<file path="src/rtl/core/pdpq_pkg.sv">
`timescale 1ns / 1ps

package pdpq_pkg;

  // Queue geometry. The ring has room for at least one entry beyond the depth, because an
  // enqueue into a full queue briefly holds one extra entry before a drop.
  localparam int QUEUE_DEPTH = 16;
  localparam int TAG_BITS    = 16;
  localparam int PTR_W       = $clog2(QUEUE_DEPTH + 1);
  localparam int RING_DEPTH  = 2 ** PTR_W;
  localparam int CNT_W       = $clog2(QUEUE_DEPTH + 2);
  localparam int MIN_LIMIT   = 2;
  localparam int MAX_DROPS   = QUEUE_DEPTH - 2;

  localparam int LIMIT_W    = 5;
  localparam int CFG_DATA_W = 5;
  localparam int CFG_IDX_W  = 1;
  localparam logic [LIMIT_W-1:0] LIMIT_RESET = 5'd16;

  typedef enum logic [1:0] {
    ACT_ENQUEUE = 2'd0,
    ACT_FINISH  = 2'd1,
    ACT_MUTE    = 2'd2,
    ACT_CLEAR   = 2'd3
  } action_e;

  typedef enum logic [1:0] {
    PRIO_NORMAL    = 2'd0,
    PRIO_ELEVATED  = 2'd1,
    PRIO_CRITICAL  = 2'd2,
    PRIO_IMMEDIATE = 2'd3
  } prio_e;

  typedef enum logic [1:0] {
    EV_DROP  = 2'd0,
    EV_START = 2'd1,
    EV_SIZE  = 2'd2
  } event_e;

  typedef enum logic [CFG_IDX_W-1:0] {
    CFG_LIMIT    = 1'd0,
    CFG_ATTACHED = 1'd1
  } cfg_reg_e;

  typedef struct packed {
    logic [1:0]  action;
    logic [15:0] phrase_tag;
    logic        phrase_empty;
    logic [1:0]  priority_class;
    logic        mute_value;
  } in_beat_t;

  typedef struct packed {
    logic [1:0]  event_kind;
    logic [15:0] event_tag;
    logic [4:0]  queue_size;
    logic        last_event;
  } out_beat_t;

  typedef struct packed {
    logic [TAG_BITS-1:0] tag;
    logic [1:0]          prio;
  } slot_t;

  typedef struct packed {
    logic             wr_en;
    logic [PTR_W-1:0] wr_addr;
    slot_t            wr_data;
    logic             rd_en;
    logic [PTR_W-1:0] rd_addr;
  } mem_req_t;

  typedef struct packed {
    logic                  valid;
    logic [CFG_IDX_W-1:0]  index;
    logic [CFG_DATA_W-1:0] data;
  } cfg_req_t;

endpackage

</file>
<file path="src/rtl/core/pdpq_store.sv">
`timescale 1ns / 1ps

module pdpq_store import pdpq_pkg::*; (
  input  logic     clk_i,
  input  mem_req_t req_i,
  output slot_t    rd_data_o
);

  slot_t mem_q [RING_DEPTH];
  slot_t rd_data_q;

  // One write port and one registered read port.
  always_ff @(posedge clk_i) begin
    if (req_i.wr_en) begin
      mem_q[req_i.wr_addr] <= req_i.wr_data;
    end
    if (req_i.rd_en) begin
      rd_data_q <= mem_q[req_i.rd_addr];
    end
  end

  assign rd_data_o = rd_data_q;

endmodule

</file>
<file path="src/rtl/core/pdpq_out.sv">
`timescale 1ns / 1ps

module pdpq_out import pdpq_pkg::*; (
  input  logic      clk_i,
  input  logic      rst_ni,
  input  logic      ev_valid_i,
  output logic      ev_ready_o,
  input  out_beat_t ev_beat_i,
  output logic      out_valid_o,
  input  logic      out_ready_i,
  output out_beat_t out_beat_o
);

  logic      valid_q;
  out_beat_t beat_q;

  assign ev_ready_o = !valid_q || out_ready_i;

  always_ff @(posedge clk_i or negedge rst_ni) begin
    if (!rst_ni) begin
      valid_q <= 1'b0;
    end else if (ev_ready_o) begin
      valid_q <= ev_valid_i;
    end
  end

  always_ff @(posedge clk_i) begin
    if (ev_valid_i && ev_ready_o) begin
      beat_q <= ev_beat_i;
    end
  end

  assign out_valid_o = valid_q;
  assign out_beat_o  = beat_q;

endmodule

</file>
<file path="src/rtl/core/pdpq_ctrl.sv">
`timescale 1ns / 1ps

module pdpq_ctrl import pdpq_pkg::*; (
  input  logic      clk_i,
  input  logic      rst_ni,
  input  logic      in_valid_i,
  output logic      in_ready_o,
  input  in_beat_t  in_beat_i,
  input  cfg_req_t  cfg_i,
  output mem_req_t  mem_o,
  input  slot_t     rd_data_i,
  output logic      ev_valid_o,
  input  logic      ev_ready_i,
  output out_beat_t ev_beat_o
);

  typedef enum logic [18:0] {
    ST_IDLE   = 19'h00001,
    ST_MDROP  = 19'h00002,
    ST_INSERT = 19'h00004,
    ST_CHECK  = 19'h00008,
    ST_SRD    = 19'h00010,
    ST_SCHK   = 19'h00020,
    ST_TRD    = 19'h00040,
    ST_TTAG   = 19'h00080,
    ST_MRD    = 19'h00100,
    ST_MWR    = 19'h00200,
    ST_DROP   = 19'h00400,
    ST_SIZE   = 19'h00800,
    ST_PRD    = 19'h01000,
    ST_PTAG   = 19'h02000,
    ST_PSIZE  = 19'h04000,
    ST_PSTART = 19'h08000,
    ST_FRD    = 19'h10000,
    ST_FEMIT  = 19'h20000,
    ST_FSIZE  = 19'h40000
  } state_e;

  state_e              state_q, state_d;
  logic [PTR_W-1:0]    head_q, head_d;
  logic [CNT_W-1:0]    count_q, count_d;
  logic [CNT_W-1:0]    idx_q, idx_d;
  logic [CNT_W-1:0]    drops_q, drops_d;
  logic                busy_q, busy_d;
  logic                muted_q, muted_d;
  logic [LIMIT_W-1:0]  lim_q;
  logic                attached_q;
  logic [TAG_BITS-1:0] vtag_q, vtag_d;
  in_beat_t            in_q;

  logic [CNT_W-1:0]    lim_eff;
  logic [CNT_W:0]      idx_p1;
  logic [CNT_W:0]      idx_p2;
  logic                high_prio;
  logic                in_acc;
  logic                pump_ok;

  assign in_ready_o = (state_q == ST_IDLE);
  assign in_acc     = in_valid_i && in_ready_o;
  assign idx_p1     = {1'b0, idx_q} + (CNT_W + 1)'(1);
  assign idx_p2     = {1'b0, idx_q} + (CNT_W + 1)'(2);
  assign high_prio  = prio_e'(in_q.priority_class) inside {PRIO_CRITICAL, PRIO_IMMEDIATE};
  assign pump_ok    = !busy_q && attached_q;

  // The limit register is clamped to the range the queue can hold.
  always_comb begin
    if (32'(lim_q) < MIN_LIMIT) begin
      lim_eff = CNT_W'(MIN_LIMIT);
    end else if (32'(lim_q) > QUEUE_DEPTH) begin
      lim_eff = CNT_W'(QUEUE_DEPTH);
    end else begin
      lim_eff = CNT_W'(lim_q);
    end
  end

  // Memory requests. Logical position p lives at ring address head + p.
  always_comb begin
    mem_o = '0;
    case (state_q)
      ST_INSERT: begin
        mem_o.wr_en        = 1'b1;
        mem_o.wr_addr      = high_prio ? head_q - PTR_W'(1) : head_q + PTR_W'(count_q);
        mem_o.wr_data.tag  = in_q.phrase_tag[TAG_BITS-1:0];
        mem_o.wr_data.prio = in_q.priority_class;
      end
      ST_SRD, ST_TRD, ST_FRD: begin
        mem_o.rd_en   = 1'b1;
        mem_o.rd_addr = head_q + PTR_W'(idx_q);
      end
      ST_PRD: begin
        mem_o.rd_en   = 1'b1;
        mem_o.rd_addr = head_q;
      end
      ST_MRD: begin
        mem_o.rd_en   = 1'b1;
        mem_o.rd_addr = head_q + PTR_W'(idx_p1);
      end
      ST_MWR: begin
        mem_o.wr_en   = 1'b1;
        mem_o.wr_addr = head_q + PTR_W'(idx_q);
        mem_o.wr_data = rd_data_i;
      end
      default: begin
        mem_o = '0;
      end
    endcase
  end

  // Result beats toward the output register.
  always_comb begin
    ev_valid_o = 1'b1;
    ev_beat_o  = '0;
    case (state_q)
      ST_MDROP: begin
        ev_beat_o.event_kind = EV_DROP;
        ev_beat_o.event_tag  = 16'(in_q.phrase_tag[TAG_BITS-1:0]);
        ev_beat_o.queue_size = 5'(count_q);
        ev_beat_o.last_event = 1'b1;
      end
      ST_DROP: begin
        ev_beat_o.event_kind = EV_DROP;
        ev_beat_o.event_tag  = 16'(vtag_q);
        ev_beat_o.queue_size = 5'(count_q);
      end
      ST_SIZE: begin
        ev_beat_o.event_kind = EV_SIZE;
        ev_beat_o.queue_size = 5'(count_q);
        ev_beat_o.last_event = !pump_ok;
      end
      ST_PSIZE: begin
        ev_beat_o.event_kind = EV_SIZE;
        ev_beat_o.queue_size = 5'(count_q);
      end
      ST_PSTART: begin
        ev_beat_o.event_kind = EV_START;
        ev_beat_o.event_tag  = 16'(vtag_q);
        ev_beat_o.queue_size = 5'(count_q);
        ev_beat_o.last_event = 1'b1;
      end
      ST_FEMIT: begin
        ev_beat_o.event_kind = EV_DROP;
        ev_beat_o.event_tag  = 16'(rd_data_i.tag);
        ev_beat_o.queue_size = 5'(count_q - CNT_W'(1) - idx_q);
      end
      ST_FSIZE: begin
        ev_beat_o.event_kind = EV_SIZE;
        ev_beat_o.last_event = 1'b1;
      end
      default: begin
        ev_valid_o = 1'b0;
      end
    endcase
  end

  always_comb begin
    state_d = state_q;
    head_d  = head_q;
    count_d = count_q;
    idx_d   = idx_q;
    drops_d = drops_q;
    busy_d  = busy_q;
    muted_d = muted_q;
    vtag_d  = vtag_q;
    case (state_q)
      ST_IDLE: begin
        if (in_acc) begin
          case (action_e'(in_beat_i.action))
            ACT_ENQUEUE: begin
              if (!in_beat_i.phrase_empty) begin
                state_d = muted_q ? ST_MDROP : ST_INSERT;
              end
            end
            ACT_FINISH: begin
              busy_d = 1'b0;
              if (attached_q && (count_q != '0)) begin
                state_d = ST_PRD;
              end
            end
            ACT_MUTE: begin
              muted_d = in_beat_i.mute_value;
              idx_d   = '0;
              if (in_beat_i.mute_value && (count_q != '0)) begin
                state_d = ST_FRD;
              end
            end
            ACT_CLEAR: begin
              idx_d = '0;
              if (count_q != '0) begin
                state_d = ST_FRD;
              end
            end
            default: begin
              state_d = ST_IDLE;
            end
          endcase
        end
      end
      ST_MDROP: begin
        if (ev_ready_i) begin
          state_d = ST_IDLE;
        end
      end
      ST_INSERT: begin
        if (high_prio) begin
          head_d = head_q - PTR_W'(1);
        end
        count_d = count_q + CNT_W'(1);
        drops_d = '0;
        state_d = ST_CHECK;
      end
      ST_CHECK: begin
        if ((count_q > lim_eff) && (drops_q < CNT_W'(MAX_DROPS))) begin
          idx_d   = '0;
          state_d = ST_SRD;
        end else begin
          state_d = ST_SIZE;
        end
      end
      ST_SRD: begin
        state_d = ST_SCHK;
      end
      ST_SCHK: begin
        // The oldest normal phrase is the victim; with none, the head.
        if (prio_e'(rd_data_i.prio) == PRIO_NORMAL) begin
          state_d = ST_TRD;
        end else if (idx_p1 == {1'b0, count_q}) begin
          idx_d   = '0;
          state_d = ST_TRD;
        end else begin
          idx_d   = CNT_W'(idx_p1);
          state_d = ST_SRD;
        end
      end
      ST_TRD: begin
        state_d = ST_TTAG;
      end
      ST_TTAG: begin
        vtag_d = rd_data_i.tag;
        if (idx_q == '0) begin
          head_d  = head_q + PTR_W'(1);
          count_d = count_q - CNT_W'(1);
          state_d = ST_DROP;
        end else if (idx_p1 < {1'b0, count_q}) begin
          state_d = ST_MRD;
        end else begin
          count_d = count_q - CNT_W'(1);
          state_d = ST_DROP;
        end
      end
      ST_MRD: begin
        state_d = ST_MWR;
      end
      ST_MWR: begin
        if (idx_p2 < {1'b0, count_q}) begin
          idx_d   = CNT_W'(idx_p1);
          state_d = ST_MRD;
        end else begin
          count_d = count_q - CNT_W'(1);
          state_d = ST_DROP;
        end
      end
      ST_DROP: begin
        if (ev_ready_i) begin
          drops_d = drops_q + CNT_W'(1);
          state_d = ST_CHECK;
        end
      end
      ST_SIZE: begin
        if (ev_ready_i) begin
          state_d = pump_ok ? ST_PRD : ST_IDLE;
        end
      end
      ST_PRD: begin
        state_d = ST_PTAG;
      end
      ST_PTAG: begin
        vtag_d  = rd_data_i.tag;
        head_d  = head_q + PTR_W'(1);
        count_d = count_q - CNT_W'(1);
        busy_d  = 1'b1;
        state_d = ST_PSIZE;
      end
      ST_PSIZE: begin
        if (ev_ready_i) begin
          state_d = ST_PSTART;
        end
      end
      ST_PSTART: begin
        if (ev_ready_i) begin
          state_d = ST_IDLE;
        end
      end
      ST_FRD: begin
        state_d = ST_FEMIT;
      end
      ST_FEMIT: begin
        if (ev_ready_i) begin
          if (idx_p1 == {1'b0, count_q}) begin
            count_d = '0;
            state_d = ST_FSIZE;
          end else begin
            idx_d   = CNT_W'(idx_p1);
            state_d = ST_FRD;
          end
        end
      end
      ST_FSIZE: begin
        if (ev_ready_i) begin
          state_d = ST_IDLE;
        end
      end
      default: begin
        state_d = ST_IDLE;
      end
    endcase
  end

  always_ff @(posedge clk_i or negedge rst_ni) begin
    if (!rst_ni) begin
      state_q    <= ST_IDLE;
      head_q     <= '0;
      count_q    <= '0;
      idx_q      <= '0;
      drops_q    <= '0;
      busy_q     <= 1'b0;
      muted_q    <= 1'b0;
      lim_q      <= LIMIT_RESET;
      attached_q <= 1'b0;
    end else begin
      state_q <= state_d;
      head_q  <= head_d;
      count_q <= count_d;
      idx_q   <= idx_d;
      drops_q <= drops_d;
      busy_q  <= busy_d;
      muted_q <= muted_d;
      if (cfg_i.valid) begin
        case (cfg_reg_e'(cfg_i.index))
          CFG_LIMIT: begin
            lim_q <= cfg_i.data[LIMIT_W-1:0];
          end
          CFG_ATTACHED: begin
            attached_q <= cfg_i.data[0];
          end
          default: begin
            lim_q <= lim_q;
          end
        endcase
      end
    end
  end

  always_ff @(posedge clk_i) begin
    vtag_q <= vtag_d;
    if (in_acc) begin
      in_q <= in_beat_i;
    end
  end

endmodule

</file>
<file path="src/rtl/core/priority_drop_phrase_queue.sv">
// Input beats are taken one at a time: the next beat is accepted only when the sequencer is
// back in idle after handing off all result beats of the last one. A muted enqueue gives one
// drop beat, a flush one drop beat per entry, and an enqueue that overfills the queue drops
// victims, each found by a search through the read port and, from the middle, removed by
// shifting the younger entries down. An enqueue or a finish may also start the speaker.
// Reset: asynchronous, active low; empty queue, idle unmuted server, limit 16, no speaker.
`timescale 1ns / 1ps

module priority_drop_phrase_queue import pdpq_pkg::*; (
  input  logic                  clk_i,
  input  logic                  rst_ni,
  input  logic                  in_valid_i,
  output logic                  in_ready_o,
  input  in_beat_t              in_beat_i,
  output logic                  out_valid_o,
  input  logic                  out_ready_i,
  output out_beat_t             out_beat_o,
  input  logic                  cfg_valid_i,
  output logic                  cfg_ready_o,
  input  logic [CFG_IDX_W-1:0]  cfg_index_i,
  input  logic [CFG_DATA_W-1:0] cfg_data_i
);

  // The queue lives in a ring buffer inside pdpq_store. The sequencer keeps the
  // head pointer and fill count; a logical position p is the ring address
  // head + p. Taking the head advances the pointer, a critical or immediate
  // phrase is written just below the head, and a drop from the middle shifts
  // the younger entries down one by one through the read and write ports.

  cfg_req_t  cfg;
  mem_req_t  mem_req;
  slot_t     rd_data;
  logic      ev_valid;
  logic      ev_ready;
  out_beat_t ev_beat;

  // Configuration writes are always taken.
  assign cfg_ready_o = 1'b1;
  assign cfg.valid   = cfg_valid_i;
  assign cfg.index   = cfg_index_i;
  assign cfg.data    = cfg_data_i;

  pdpq_ctrl u_ctrl (
    .clk_i      (clk_i),
    .rst_ni     (rst_ni),
    .in_valid_i (in_valid_i),
    .in_ready_o (in_ready_o),
    .in_beat_i  (in_beat_i),
    .cfg_i      (cfg),
    .mem_o      (mem_req),
    .rd_data_i  (rd_data),
    .ev_valid_o (ev_valid),
    .ev_ready_i (ev_ready),
    .ev_beat_o  (ev_beat)
  );

  pdpq_store u_store (
    .clk_i     (clk_i),
    .req_i     (mem_req),
    .rd_data_o (rd_data)
  );

  // The output register lets the last result beat wait while the next input
  // beat is already taken.
  pdpq_out u_out (
    .clk_i       (clk_i),
    .rst_ni      (rst_ni),
    .ev_valid_i  (ev_valid),
    .ev_ready_o  (ev_ready),
    .ev_beat_i   (ev_beat),
    .out_valid_o (out_valid_o),
    .out_ready_i (out_ready_i),
    .out_beat_o  (out_beat_o)
  );

endmodule
</file>
<file path="config.mk">
export PLATFORM = sky130hd
export DESIGN_NAME = priority_drop_phrase_queue
export DESIGN_NICKNAME = d
export VERILOG_FILES = /design/src/rtl/core/pdpq_pkg.sv /design/src/rtl/core/pdpq_store.sv /design/src/rtl/core/pdpq_out.sv /design/src/rtl/core/pdpq_ctrl.sv /design/src/rtl/core/priority_drop_phrase_queue.sv
export SDC_FILE = /design/constraint.sdc
export NUM_CORES = 1
export LEC_CHECK = 0
export ABC_AREA = 1
export BUFFER_PORTS_ARGS = -buffer_cell sky130_fd_sc_hd__buf_4
export CORE_UTILIZATION = 60
export DETAILED_ROUTE_END_ITERATION = 7
export GPL_ROUTABILITY_DRIVEN = 0
export HOLD_SLACK_MARGIN = 0.15
export PLACE_DENSITY = 0.77
export SYNTH_ARGS = -nofsm -noshare
export SYNTH_HDL_FRONTEND = slang
export SYNTH_SLANG_ARGS = --single-unit
</file>
<file path="constraint.sdc">
create_clock -name clk_i -period 3.45 [get_ports clk_i]
set_input_delay 0.1725 -clock clk_i [delete_from_list [all_inputs] [get_ports clk_i]]
set_output_delay 0.1725 -clock clk_i [all_outputs]
set_load 0.05 [all_outputs]
</file>
==> summary.txt <==
Run status
  – Status: finished clean

Place
  – Dpl cells: 3813
  – Pre-CTS WS: 141 ps
  – Number of port buffers: 58
  – Placed instance area: 0.0347 mm²
  – Post-DP HPWL: 54200 µm

Critical path
  – Setup crit end kind: flop
  – Worst Path Class, Setup: reg -> reg
  – Arrival time worst endpoint: 3850 ps
  – CP Launch Type: flop
  – Critical path, cell by cell: inv_1 -> ha_1 -> inv_1 -> fa_1 -> or2_4 -> nand2_2 -> nor2_4 -> buf_12 -> nand3_1 -> nand3_1 -> nand3_1 -> nand2_1 -> nand2_1 -> nand2_1
  – CP required: 3940 ps
  – Slowest library cell on the worst path: dfrtp_1
  – Slowest Stage Delay on Critical Path: 480 ps
  – CP Max Fanout: 48

Pwr
  – VDD IR max: 420 µV
  – Leakage power: 15.4 nW
  – PwrDens: 558 mW/mm²
  – Total power: 20.9 mW

Layout
  – Nets: 3313
  – Post-Layout Cell Count: 3990
  – Post-route cell area: 0.0374 mm²
  – Layout area overhead: 14.5%
  – Antenna Cells: 0
  – Final Util: 0.695
  – Share of layout cells above drive strength 1: 0.110

Floorplanning
  – Die Span X: 235 µm
  – CORE AREA: 0.0538 mm²
  – Core Rows: 85
  – Die area: 0.0554 mm²
  – I/O pins: 60
  – Initial core utilization: 0.607
  – Die Y: 235 µm

Global routing
  – Vias in the first global route: 23900
  – First-pass GRT wire length: 138000 µm
  – GR Util All Layers: 0.328
  – Remaining global-route overflow: 0
  – Largest net degree at the start of global routing: 107
  – Initial antenna violation count: 4

Detailed routing
  – Iter 0 DRT Violations: 3336
  – Detailed Routing Iterations Pass 1: 6
  – Vias/cell: 6.09
  – Routed via count: 24300
  – Routed length per placed instance: 22.7 µm
  – Remaining antenna violation count: 0
  – Detailed Route WL: 90500 µm
  – # DRC: 0

Synth
  – Post-synthesis register bit count: 700
  – Asr flop ratio synth: 0.0686
  – Syn Nets: 3177
  – Most common cell in the synthesized netlist: edfxtp_1
  – Sequential area share after synthesis: 0.636
  – Top-area cell type share of the netlist area: 0.599
  – Post-Synth Adder-Cell Area: 0.0174
  – Synth warn: 0
  – Syn Inst Count: 3101
  – Post-synth top flop: edfxtp_1
  – Area leader, netlist: edfxtp_1
  – Synth Area in Simple Gates: 0.225
  – Ranking of synthesized cells by area: edfxtp_1 (60%), nand3_1 (10%), inv_1 (6.1%), nand2_1 (5.8%), nand3b_1 (4.1%)
  – Number of flops mapped to enable cells by yosys: 652
  – Syn Std Cell Area: 0.0327 mm²
  – Mux cell area share after synthesis: 0.000996
  – Most frequent cells after synthesis: edfxtp_1 (652), nand3_1 (651), inv_1 (532), nand2_1 (509), nand3b_1 (180)
  – Cell variety after synth: 54
  – Largest family of logic cells by synthesized area: simple AND/OR/NAND/NOR gates
  – Avg Cell Area, Syn: 10.5 µm²
  – Synth Area in XOR/XNOR: 0.00751
  – Post-synthesis compound-gate area fraction: 0.0245

Job
  – Max-Cap Viols: 0

CTS
  – CTS Buffer Depth: 3
  – TritonCTS buffer count: 73
  – Root buf cell: clkbuf_16
  – Setup bufs post-CTS: 0
  – Clock Pin Slew Worst Setup and Hold Paths: 60 ps
  – Sink Count: 700
  – CTS tree: built
  – H-tree Lvls: 3
  – Clk Latency, worst-skew pair: 630 ps

Timing
  – Slew @ Worst Pin: 797 ps
  – Final hold vios: 0
  – Total negative slack: 0 ps
  – Achievable frequency: 297 MHz
  – Max Slew Vio Count: 0
  – Clk_skew: 29.7 ps
  – Setup Viol. Count Final: 0
  – PnR worst setup slack: 80.6 ps
  – Final period utilization: 0.977
  – Worst slew margin: 0.468
  – Tmin final: 3370 ps
  – Hold Slack: 271 ps

Worst hold path
  – Hold Crit Class: in -> reg
what timing repair did:
action / in CTS / in global routing
gates resized for setup: 0 / 5
hold buffers: 44 / 0
endpoints found under the hold margin: 84 / 0
setup endpoints to repair: 0 / 18
flip-flops by register name (all words and copies together), names as in the netlist, 5 cells and up:
name and flops:
u_ctrl.count_q 5, u_ctrl.drops_q 5, u_ctrl.head_q 5, u_ctrl.idx_q 5, u_ctrl.in_q 18, u_ctrl.lim_q 5, u_ctrl.state_q 19, u_ctrl.vtag_q 16
u_out.out_beat_o 24, u_store.mem_q 576, u_store.rd_data_o 18
cells by family (layout without fill, tap and decap cells):
family          count (synthesis)  count (layout)
simple gates                 1496            1496
flops                         700             700
buf+inv                       698             890
compound gates                132             133
fa+ha+maj                      43              43
xor+xnor                       28              28
mux                             3               3
other cells                     1               1
routing by layer:
layer | GRT usage | vias to the layer above | part of all wire
li1 | - | 10800 | -
met1 | 0.434 | 11600 | 0.37
met2 | 0.512 | 1583 | 0.45
met3 | 0.0740 | 367 | 0.12
met4 | 0.170 | 4 | 0.058
met5 | 0 | - | 0.00038
area by class of cell:
type / instances / area [µm²]
Clock inverter: 45 / 309
Sequential cell: 700 / 20800
Clock buffer: 87 / 1920
Tap cell: 696 / 871
Timing Repair Buffer: 220 / 2310
Multi-Input combinational cell: 1704 / 9200
Fill cell: 3628 / 16400
Inverter: 538 / 2030
power by group:
part	switching, mW	leakage (nW)	internal (mW)	total [mW]
sequential	0.220	6.79	9.58	9.80
clock	3.24	1.09	4.21	7.45
combinational	2.50	7.48	1.13	3.63
cells in the final DEF, fill, tap and decap left out, types with 16 or more instances in the layout:
| cell type | n |
|---|---|
| nor3_1 | 16 |
| nor2_1 | 80 |
| clkinv_2 | 18 |
| nand2_1 | 508 |
| nand3b_1 | 180 |
| xor2_1 | 21 |
| a21oi_1 | 32 |
| buf_12 | 44 |
| o21ai_0 | 40 |
| clkinv_1 | 16 |
| o22ai_2 | 16 |
| dlygate4sd3_1 | 43 |
| inv_1 | 532 |
| nor2_2 | 16 |
| edfxtp_1 | 652 |
| o221ai_1 | 18 |
| dfrtp_1 | 46 |
| ha_1 | 39 |
| clkbuf_16 | 75 |
| buf_4 | 132 |
| nand3_1 | 649 |
critical path: cells and delay by family, from the launching register on:
family        cells  cell delay (ps)
buf+inv           3              540
fa+ha+maj         2              890
simple gates      9             1260
flops             1              480
path summary, 6_finish.rpt:
kind	from	end	slack, ps	cells after the start
min in group asynchronous	rst_ni	u_ctrl.drops_q[2]	530	3
max	u_ctrl.idx_q[0]	u_store.rd_data_o[15]	80	14
max reg2reg	u_ctrl.idx_q[0]	u_store.rd_data_o[15]	80	14
min	in_beat_i[16]	u_ctrl.in_q[16]	270	2
max in group asynchronous	rst_ni	u_ctrl.muted_q	2460	4
min reg2reg	u_store.rd_data_o[17]	u_ctrl.vtag_q[15]	470	0
Power figures use the tool's default switching activity.
